[src/design/encoder_frame_tracker_defines.svh]
// Assertion shorthands shared by the tracker modules.
// Each expects clk and rst_n in scope.
`ifndef ENCODER_FRAME_TRACKER_DEFINES_SVH
`define ENCODER_FRAME_TRACKER_DEFINES_SVH

// same-cycle implication
`define EFT_ASSERT_IMP(name, ante, cons, msg) \
    name: assert property (@(posedge clk) disable iff (!rst_n) (ante) |-> (cons)) \
        else $error(msg);

// next-cycle implication
`define EFT_ASSERT_NXT(name, ante, cons, msg) \
    name: assert property (@(posedge clk) disable iff (!rst_n) (ante) |=> (cons)) \
        else $error(msg);

`endif

[src/design/eft_pkg.sv]
package eft_pkg;

    // frame and timestamp
    localparam int FRAME_BITS   = 16;
    localparam int ANGLE_BITS   = 14;
    localparam int ERR_BIT      = 14;
    localparam int TIME_BITS    = 32;

    // sizing knobs
    localparam int TURN_BITS    = 24;
    localparam int TALLY_BITS   = 16;

    // result fields
    localparam int POS_BITS     = 40;
    localparam int SPEED_BITS   = 32;
    localparam int TOTAL_BITS   = 16;

    // configuration
    localparam int CFG_INDEX_BITS = 3;
    localparam int CFG_DATA_BITS  = 24;
    localparam int OFFSET_BITS    = 24;
    localparam int LIMIT_BITS     = 24;
    localparam int GAIN_BITS      = 16;

    localparam logic [CFG_INDEX_BITS-1:0] CFG_DIRECTION_CCW = 3'd0;
    localparam logic [CFG_INDEX_BITS-1:0] CFG_OFFSET_COUNTS = 3'd1;
    localparam logic [CFG_INDEX_BITS-1:0] CFG_JUMP_LIMIT    = 3'd2;
    localparam logic [CFG_INDEX_BITS-1:0] CFG_CALIBRATED    = 3'd3;
    localparam logic [CFG_INDEX_BITS-1:0] CFG_GAIN_P        = 3'd4;
    localparam logic [CFG_INDEX_BITS-1:0] CFG_GAIN_I        = 3'd5;

    localparam logic [LIMIT_BITS-1:0] JUMP_LIMIT_RST = 24'd2048;
    localparam logic [GAIN_BITS-1:0]  GAIN_P_RST     = 16'd100;
    localparam logic [GAIN_BITS-1:0]  GAIN_I_RST     = 16'd300;

    // observer arithmetic
    localparam int TS_RECIP     = 4295;    // 2^32 / 1e6, seconds in Q.32 per us
    localparam int MIN_DT_US    = 100;
    localparam int TS_BITS      = 45;      // dt * TS_RECIP
    localparam int GITS_BITS    = 61;      // gain_i * ts
    localparam int E_BITS       = 57;      // tracking error, Q.16
    localparam int OBS_BITS     = 56;
    localparam int INTEG_BITS   = 48;
    localparam int RES_BITS     = 59;      // clamped product, signed
    localparam int SUM_BITS     = 60;

    // intermediate position width before clamping to POS_BITS
    localparam int POS_WIDE =
        ((TURN_BITS + ANGLE_BITS > POS_BITS) ? TURN_BITS + ANGLE_BITS : POS_BITS) + 2;

    // shared multiplier
    localparam int MUL_LIMB   = 32;
    localparam int MUL_WIDTH  = 2 * MUL_LIMB;
    localparam int PROD_WIDTH = 2 * MUL_WIDTH;
    localparam int MUL_STEPS  = 4;

    typedef struct packed {
        logic                 start;
        logic [MUL_WIDTH-1:0] a;
        logic [MUL_WIDTH-1:0] b;
    } mul_req_t;

    typedef struct packed {
        logic                  done;
        logic [PROD_WIDTH-1:0] product;
    } mul_rsp_t;

endpackage

[src/design/eft_mul.sv]
`include "encoder_frame_tracker_defines.svh"

// 64x64 unsigned multiply, one 32x32 limb product per cycle, registered
// product, accumulated in the cycle after. done pulses with the full product.
module eft_mul
    import eft_pkg::*;
(
    input  logic     clk,
    input  logic     rst_n,
    input  mul_req_t req,
    output mul_rsp_t rsp
);

    logic [MUL_WIDTH-1:0]  a_reg;
    logic [MUL_WIDTH-1:0]  b_reg;
    logic [2:0]            cnt_reg;
    logic                  busy_reg;
    logic                  pvalid_reg;
    logic                  done_reg;
    logic [MUL_WIDTH-1:0]  prod_reg;
    logic [1:0]            pshift_reg;
    logic [PROD_WIDTH-1:0] acc_reg;

    logic [MUL_LIMB-1:0]   a_limb;
    logic [MUL_LIMB-1:0]   b_limb;
    logic [PROD_WIDTH-1:0] addend;

    always_comb
    begin
        a_limb = cnt_reg[1] ? a_reg[MUL_WIDTH-1:MUL_LIMB] : a_reg[MUL_LIMB-1:0];
        b_limb = cnt_reg[0] ? b_reg[MUL_WIDTH-1:MUL_LIMB] : b_reg[MUL_LIMB-1:0];
        case (pshift_reg)
            2'd0:    addend = {{MUL_WIDTH{1'b0}}, prod_reg};
            2'd1:    addend = {{MUL_LIMB{1'b0}}, prod_reg, {MUL_LIMB{1'b0}}};
            2'd2:    addend = {prod_reg, {MUL_WIDTH{1'b0}}};
            default: addend = '0;
        endcase
    end

    always_ff @(posedge clk or negedge rst_n)
    begin
        if (!rst_n)
        begin
            a_reg      <= '0;
            b_reg      <= '0;
            cnt_reg    <= '0;
            busy_reg   <= 1'b0;
            pvalid_reg <= 1'b0;
            done_reg   <= 1'b0;
            prod_reg   <= '0;
            pshift_reg <= '0;
            acc_reg    <= '0;
        end
        else if (req.start)
        begin
            a_reg      <= req.a;
            b_reg      <= req.b;
            cnt_reg    <= '0;
            busy_reg   <= 1'b1;
            pvalid_reg <= 1'b0;
            done_reg   <= 1'b0;
            acc_reg    <= '0;
        end
        else
        begin
            done_reg <= 1'b0;
            if (busy_reg)
            begin
                if (cnt_reg != 3'(MUL_STEPS))
                begin
                    prod_reg   <= a_limb * b_limb;
                    pshift_reg <= {1'b0, cnt_reg[1]} + {1'b0, cnt_reg[0]};
                    pvalid_reg <= 1'b1;
                    cnt_reg    <= cnt_reg + 3'd1;
                end
                else
                begin
                    // last product lands in the accumulator on this edge
                    pvalid_reg <= 1'b0;
                    busy_reg   <= 1'b0;
                    done_reg   <= 1'b1;
                end
            end
            if (pvalid_reg)
                acc_reg <= acc_reg + addend;
        end
    end

    assign rsp.done    = done_reg;
    assign rsp.product = acc_reg;

    `EFT_ASSERT_IMP(a_start_idle, req.start, !busy_reg, "eft_mul: start while busy")
    `EFT_ASSERT_NXT(a_done_pulse, done_reg, !done_reg, "eft_mul: done held")
    `EFT_ASSERT_IMP(a_pvalid_busy, pvalid_reg, busy_reg, "eft_mul: product outside run")

endmodule

[config.mk]
export PLATFORM = sky130hd
export DESIGN_NAME = eft_mul
export DESIGN_NICKNAME = d
export VERILOG_FILES = /design/src/design/eft_pkg.sv /design/src/design/eft_mul.sv
export VERILOG_INCLUDE_DIRS = /design/src /design/src/design
export SDC_FILE = /design/constraint.sdc
export NUM_CORES = 2
export LEC_CHECK = 0
export BUFFER_PORTS_ARGS = -buffer_cell sky130_fd_sc_hd__buf_4
export CORE_MARGIN = 1.5
export CORE_UTILIZATION = 40
export CTS_CLUSTER_SIZE = 14
export DETAILED_ROUTE_END_ITERATION = 8
export SKIP_LAST_GASP = 1
export SYNTH_ARGS = -nofsm -noshare
export SYNTH_HDL_FRONTEND = slang
export SYNTH_SLANG_ARGS = --single-unit
[constraint.sdc]
create_clock -name clk -period 19.49 [get_ports clk]
set_input_delay 1.949 -clock clk [delete_from_list [all_inputs] [get_ports clk]]
set_output_delay 1.949 -clock clk [all_outputs]
set_load 0.05 [all_outputs]
Yosys cells after proc, flatten, opt, wreduce, memory -nomap -nowiden
Index checks and enable logic that the tools add are counted.
{"block": "totals", "reg_bits": 328, "out_inout_bits": 129, "wordCells": 39}
{"block": "classes", "n_reduce_logical": 6, "bitwise_logic": 1, "addsub": 3, "mul": 1, "muxes": 16, "eq_ne": 3}
{"op": "one-hot mux 128 bit (3 select lines)", "count": 1}
{"op": "two-way mux 128 bit", "count": 2}
{"op": "adder 128 bit", "count": 1}
{"op": "multiplier 32 x 32 -> 64 bit", "count": 1}
{"op": "two-way mux 32 bit", "count": 2}
{"op": "two-way mux 3 bit", "count": 3}
{"op": "two-way mux 1 bit", "count": 8}
{"op": "nonzero test 2 bit", "count": 3}
{"op": "adder 3 x 1 -> 3 bit (second input constant)", "count": 1}
{"op": "inequality test 3 bit (second input constant)", "count": 1}
{"op": "AND reduction 3 bit", "count": 1}
{"op": "adder 1 x 1 -> 2 bit", "count": 1}
{"op": "equality test 2 x 1 -> 1 bit (second input constant)", "count": 1}
{"op": "equality test 2 bit (second input constant)", "count": 1}
{"op": "zero test 2 bit", "count": 1}
{"op": "AND reduction 2 bit", "count": 1}
{"op": "inverter 1 bit", "count": 1}

Depth between registers and ports, before layout
{"block": "depth", "ltp_word": 5, "depth_mapped": 34}

Worst setup path after synthesis
Ideal clock, no wire load.
{"block": "synth_timing", "kind": "reg-to-reg", "start": "reg cnt_reg[0]", "end": "reg prod_reg[60]", "path_stages_with_launch": 31, "period_less_slack_ps": 8635, "setup_ps": 131, "slack_ps": 10855, "required_time_ps": 19359, "arrival_ps": 8504, "cell_sequence": "dfrtp_1 -> clkbuf_1 -> buf_1 -> mux2i_1 -> clkbuf_1 -> nor2_1 -> fa_1 -> fa_1 -> inv_1 -> fa_1 -> fa_1 -> fa_1 -> inv_1 -> fa_1 -> fa_1 -> inv_1 -> fa_1 -> inv_1 -> ha_1 -> clkbuf_1 -> a21o_1 -> a21oi_1 -> o211ai_1 -> a311oi_1 -> o21ai_1 -> o211a_1 -> or3_4 -> and3_1 -> a221oi_2 -> xor2_1 -> o21ai_1"}
{"block": "synth_between", "elab_chain_cells": 2, "word_cells_on_any_way": 4, "classes_between": "mul: 1; eq/ne: 1; mux: 1; reduce/logical: 1"}
{"element": "start, declared", "line": "eft_mul.sv:16", "source": "logic [2:0] cnt_reg;"}
{"element": "start signal, assigned", "line": "eft_mul.sv:74", "source": "cnt_reg <= cnt_reg + 3'd1;"}
{"element": "two-way mux 32 bit or inequality test 3 bit (tied branches)", "line": "eft_mul.sv:31, eft_mul.sv:69"}
{"element": "multiplier 32 x 32 -> 64 bit or AND reduction 3 bit (tied branches)"}
{"element": "end signal, assigned", "line": "eft_mul.sv:71", "source": "prod_reg <= a_limb * b_limb;"}
{"element": "end, declared", "line": "eft_mul.sv:20", "source": "logic [MUL_WIDTH-1:0] prod_reg;"}
Several ways; a longest one is shown, not always the timed one.
A chain may end at the register's enable or synchronous reset.

Final worst setup path
Ends and elaborated chain as after synthesis.

==> flow_metrics.py <==
metrics = {
    "status": {
        "status": "complete, no violations",
    },
    "clocking": {
        "numCtsBuffers": 42,
        "cts_root_buf": "clkbuf_16",
        "ctsHoldBuffers": 0,
        "cts_tree": "done",
        "clk_latency_ns": 0.62,
        "ctsResizeCount": 0,
        "htreeDepth": 2,
        "clock_path_buffers": 3,
        "path_clk_slew_ns": 0.06,
        "post_cts_buffers": 0,
        "cts.sinks": 328,
    },
    "synthesis": {
        "syn_area_sq_um": 54460,
        "muxShareOfSynthArea_pct": 6.578,
        "synthFlopType": "dfrtp_1",
        "syn_inst": 6151,
        "synth_warnings": 0,
        "yosysTopAreaCell": "fa_1",
        "synth-edff-count": 0,
        "synthAdderAreaFrac_pct": 41.98,
        "synth_top_area_share_pct": 32.97,
        "synth_seq_cells": 328,
        "synth.avg_cell_area_sq_um": 8.854,
        "synth_compound_area_share_pct": 10.66,
        "synthXorXnorAreaFrac_pct": 2.830,
        "yosysMostFrequentCell": "inv_1",
        "synth_common_cells": "933 x inv_1, 897 x fa_1, 826 x nor2_1",
        "ys_seq_area_share_pct": 15.07,
        "synth-async-reset-ratio_pct": 100.0,
        "synth_fp_nets": 7571,
        "synth_top_family_by_area": "adder cells",
        "synth_area_leaders": "fa_1 33%, dfrtp_1 15%, ha_1 9.0%",
        "yosysUniqueCellTypes": 91,
        "synth_simple_gate_area_share_pct": 14.23,
    },
    "sta": {
        "slew_viol_final": 0,
        "slew_headroom_pct": 27.64,
        "fin_crit_ns": 9.970,
        "fmax_ghz": 0.1003,
        "rsz0062_at_grt": "false",
        "timing.setup.tns_ns": 0,
        "hold_viol_final": 0,
        "finalCritPeriodShare_pct": 51.16,
        "tightestPinTransition_ns": 1.085,
        "whs_ns": 0.5283,
        "clock_skew_ns": 0.01864,
        "setup_violations": 0,
    },
    "setup_path": {
        "crit_top_cell": "fa_1",
        "cp-start-kind": "flip-flop",
        "critPathLaunch": "cnt_reg[0]",
        "r2r_start": "cnt_reg[0]",
        "critical_path_class": "flip-flop to flip-flop",
        "cp.arrival_ns": 10.45,
        "end_kind": "flip-flop",
        "slowest_stage": "dfrtp_4",
        "required_ns": 19.97,
        "crit_fanout": 33,
        "cpPeakStageDelay_ns": 0.79,
    },
    "placed_design": {
        "io_buffers": 259,
        "gp_routability_congestion": 0.9776,
        "post-dp-hpwl_mm": 161.4,
    },
    "drt": {
        "vias": 45380,
        "route.detailed.drc": 0,
        "final_antenna_net_count": 0,
        "post_drt_wl_per_cell_microns": 25.47,
        "drt_iter0_drc": 3994,
        "first_pass_iters": 5,
        "via_per_inst": 5.646,
        "routed_wl_mm": 204.7,
    },
    "finish": {
        "drive_gt1_share_pct": 11.39,
        "syn_to_final_growth_pct": 9.930,
        "largest_register_ffs": 128,
        "fillers": 13320,
        "nNetsFinal": 7641,
    },
    "die": {
        "fp.dieW_microns": 372.0,
        "io_pins": 260,
        "start_util_pct": 40.25,
        "die_height_microns": 372.0,
        "coreArea_sq_um": 135300,
        "dieArea_sq_um": 138400,
        "core.rowCount": 135,
    },
    "grt": {
        "grt_pass1_wl_mm": 305.2,
        "grt_overflow": 0,
        "grt_max_degree": 83,
        "antenna_found_initial": 7,
        "grt_pass1_vias": 46960,
        "track_usage_pct": 29.78,
    },
    "worst_hold_path": {
        "hp-class": "flip-flop to flip-flop",
        "worstHoldStart": "b_reg[51]",
    },
    "flow_run": {
        "max_cap_viol_count": 0,
    },
}
==> worst paths after layout <==
check                               end  slack, ns  depth (start not counted)
setup / recovery           prod_reg[60]       9.52                         28
hold / removal                b_reg[51]       0.53                          1
setup reg to reg           prod_reg[60]       9.52                         28
hold reg to reg               b_reg[51]       0.53                          1
max in group asynchronous     a_reg[11]      16.06                          3
min in group asynchronous   acc_reg[55]       1.32                          1
==> critical path, delay by kind of cell (launching register included) <==
kind / cells / cell delay (ns)
compound gates: 8 / 1.91
flops: 1 / 0.79
mux: 1 / 0.65
buf+inv: 6 / 1.17
xor+xnor: 1 / 0.18
simple gates: 3 / 0.63
fa+ha+maj: 9 / 4.43
==> through the flow <==
stage | area (sq um) | setup WS [ns] | cells | utilization, %
after floorplan | 54460 | 10.85 | 6151 | -
after global placement | 58380 | 9.640 | 7958 | 43.15
after detailed placement | 58380 | 9.543 | 7958 | 43.15
after CTS | 59860 | 9.529 | 8034 | 44.24
after global routing | 59860 | 9.181 | 8034 | 44.24
final | 59870 | 9.520 | 8037 | 44.25
==> cell families after synthesis <==
group,count (synthesis)
flip-flops,328
AND/OR/NAND/NOR,1868
XOR/XNOR,176
adder cells (fa/ha/maj),1289
multiplexers,334
buffers and inverters,1250
AO/OA/AOI/OAI,906
==> routing by layer <==
| metal | global-route usage (%) | routed length, microns | vias up |
|---|---|---|---|
| met4 | 14.29 | 11630 | 8 |
| met5 | 0 | 47 | - |
| li1 | - | - | 19720 |
| met3 | 6.224 | 18960 | 509 |
| met2 | 45.82 | 89240 | 2144 |
| met1 | 39.93 | 84840 | 23000 |
==> cell type report <==
class / count / area [sq um] / area share [%]
sequential: 328 / 8220 / 13.73
timing repair buffer: 343 / 2589 / 4.324
clock inverter: 19 / 276.5 / 0.4619
antenna: 3 / 7.507 / 0.01254
tap: 1781 / 2228 / 3.722
multi-input combinational: 4573 / 41840 / 69.88
clock buffer: 57 / 1207 / 2.017
inverter: 933 / 3502 / 5.850
==> placed cells by master, fill, tap and decap left out, drive strengths merged, types with 9 or more instances in the layout <==
cell type,instances
inv,937
fa,897
nor2,826
nand2,735
ha,392
buf,342
dfrtp,328
a21oi,277
o21ai,250
mux2,191
mux2i,143
a21o,126
xnor2,116
and2,74
nand4,73
xor2,60
clkbuf,58
o21bai,44
nand3,40
nor3,33
a22o,32
o21a,24
a211oi,24
a31oi,20
nand2b,17
o211ai,16
o31ai,15
a21boi,14
and3,12
or3,11
nor2b,9
Power is not shown: default switching activity piles up to over one toggle a cycle in this logic, so the estimate is an artifact.
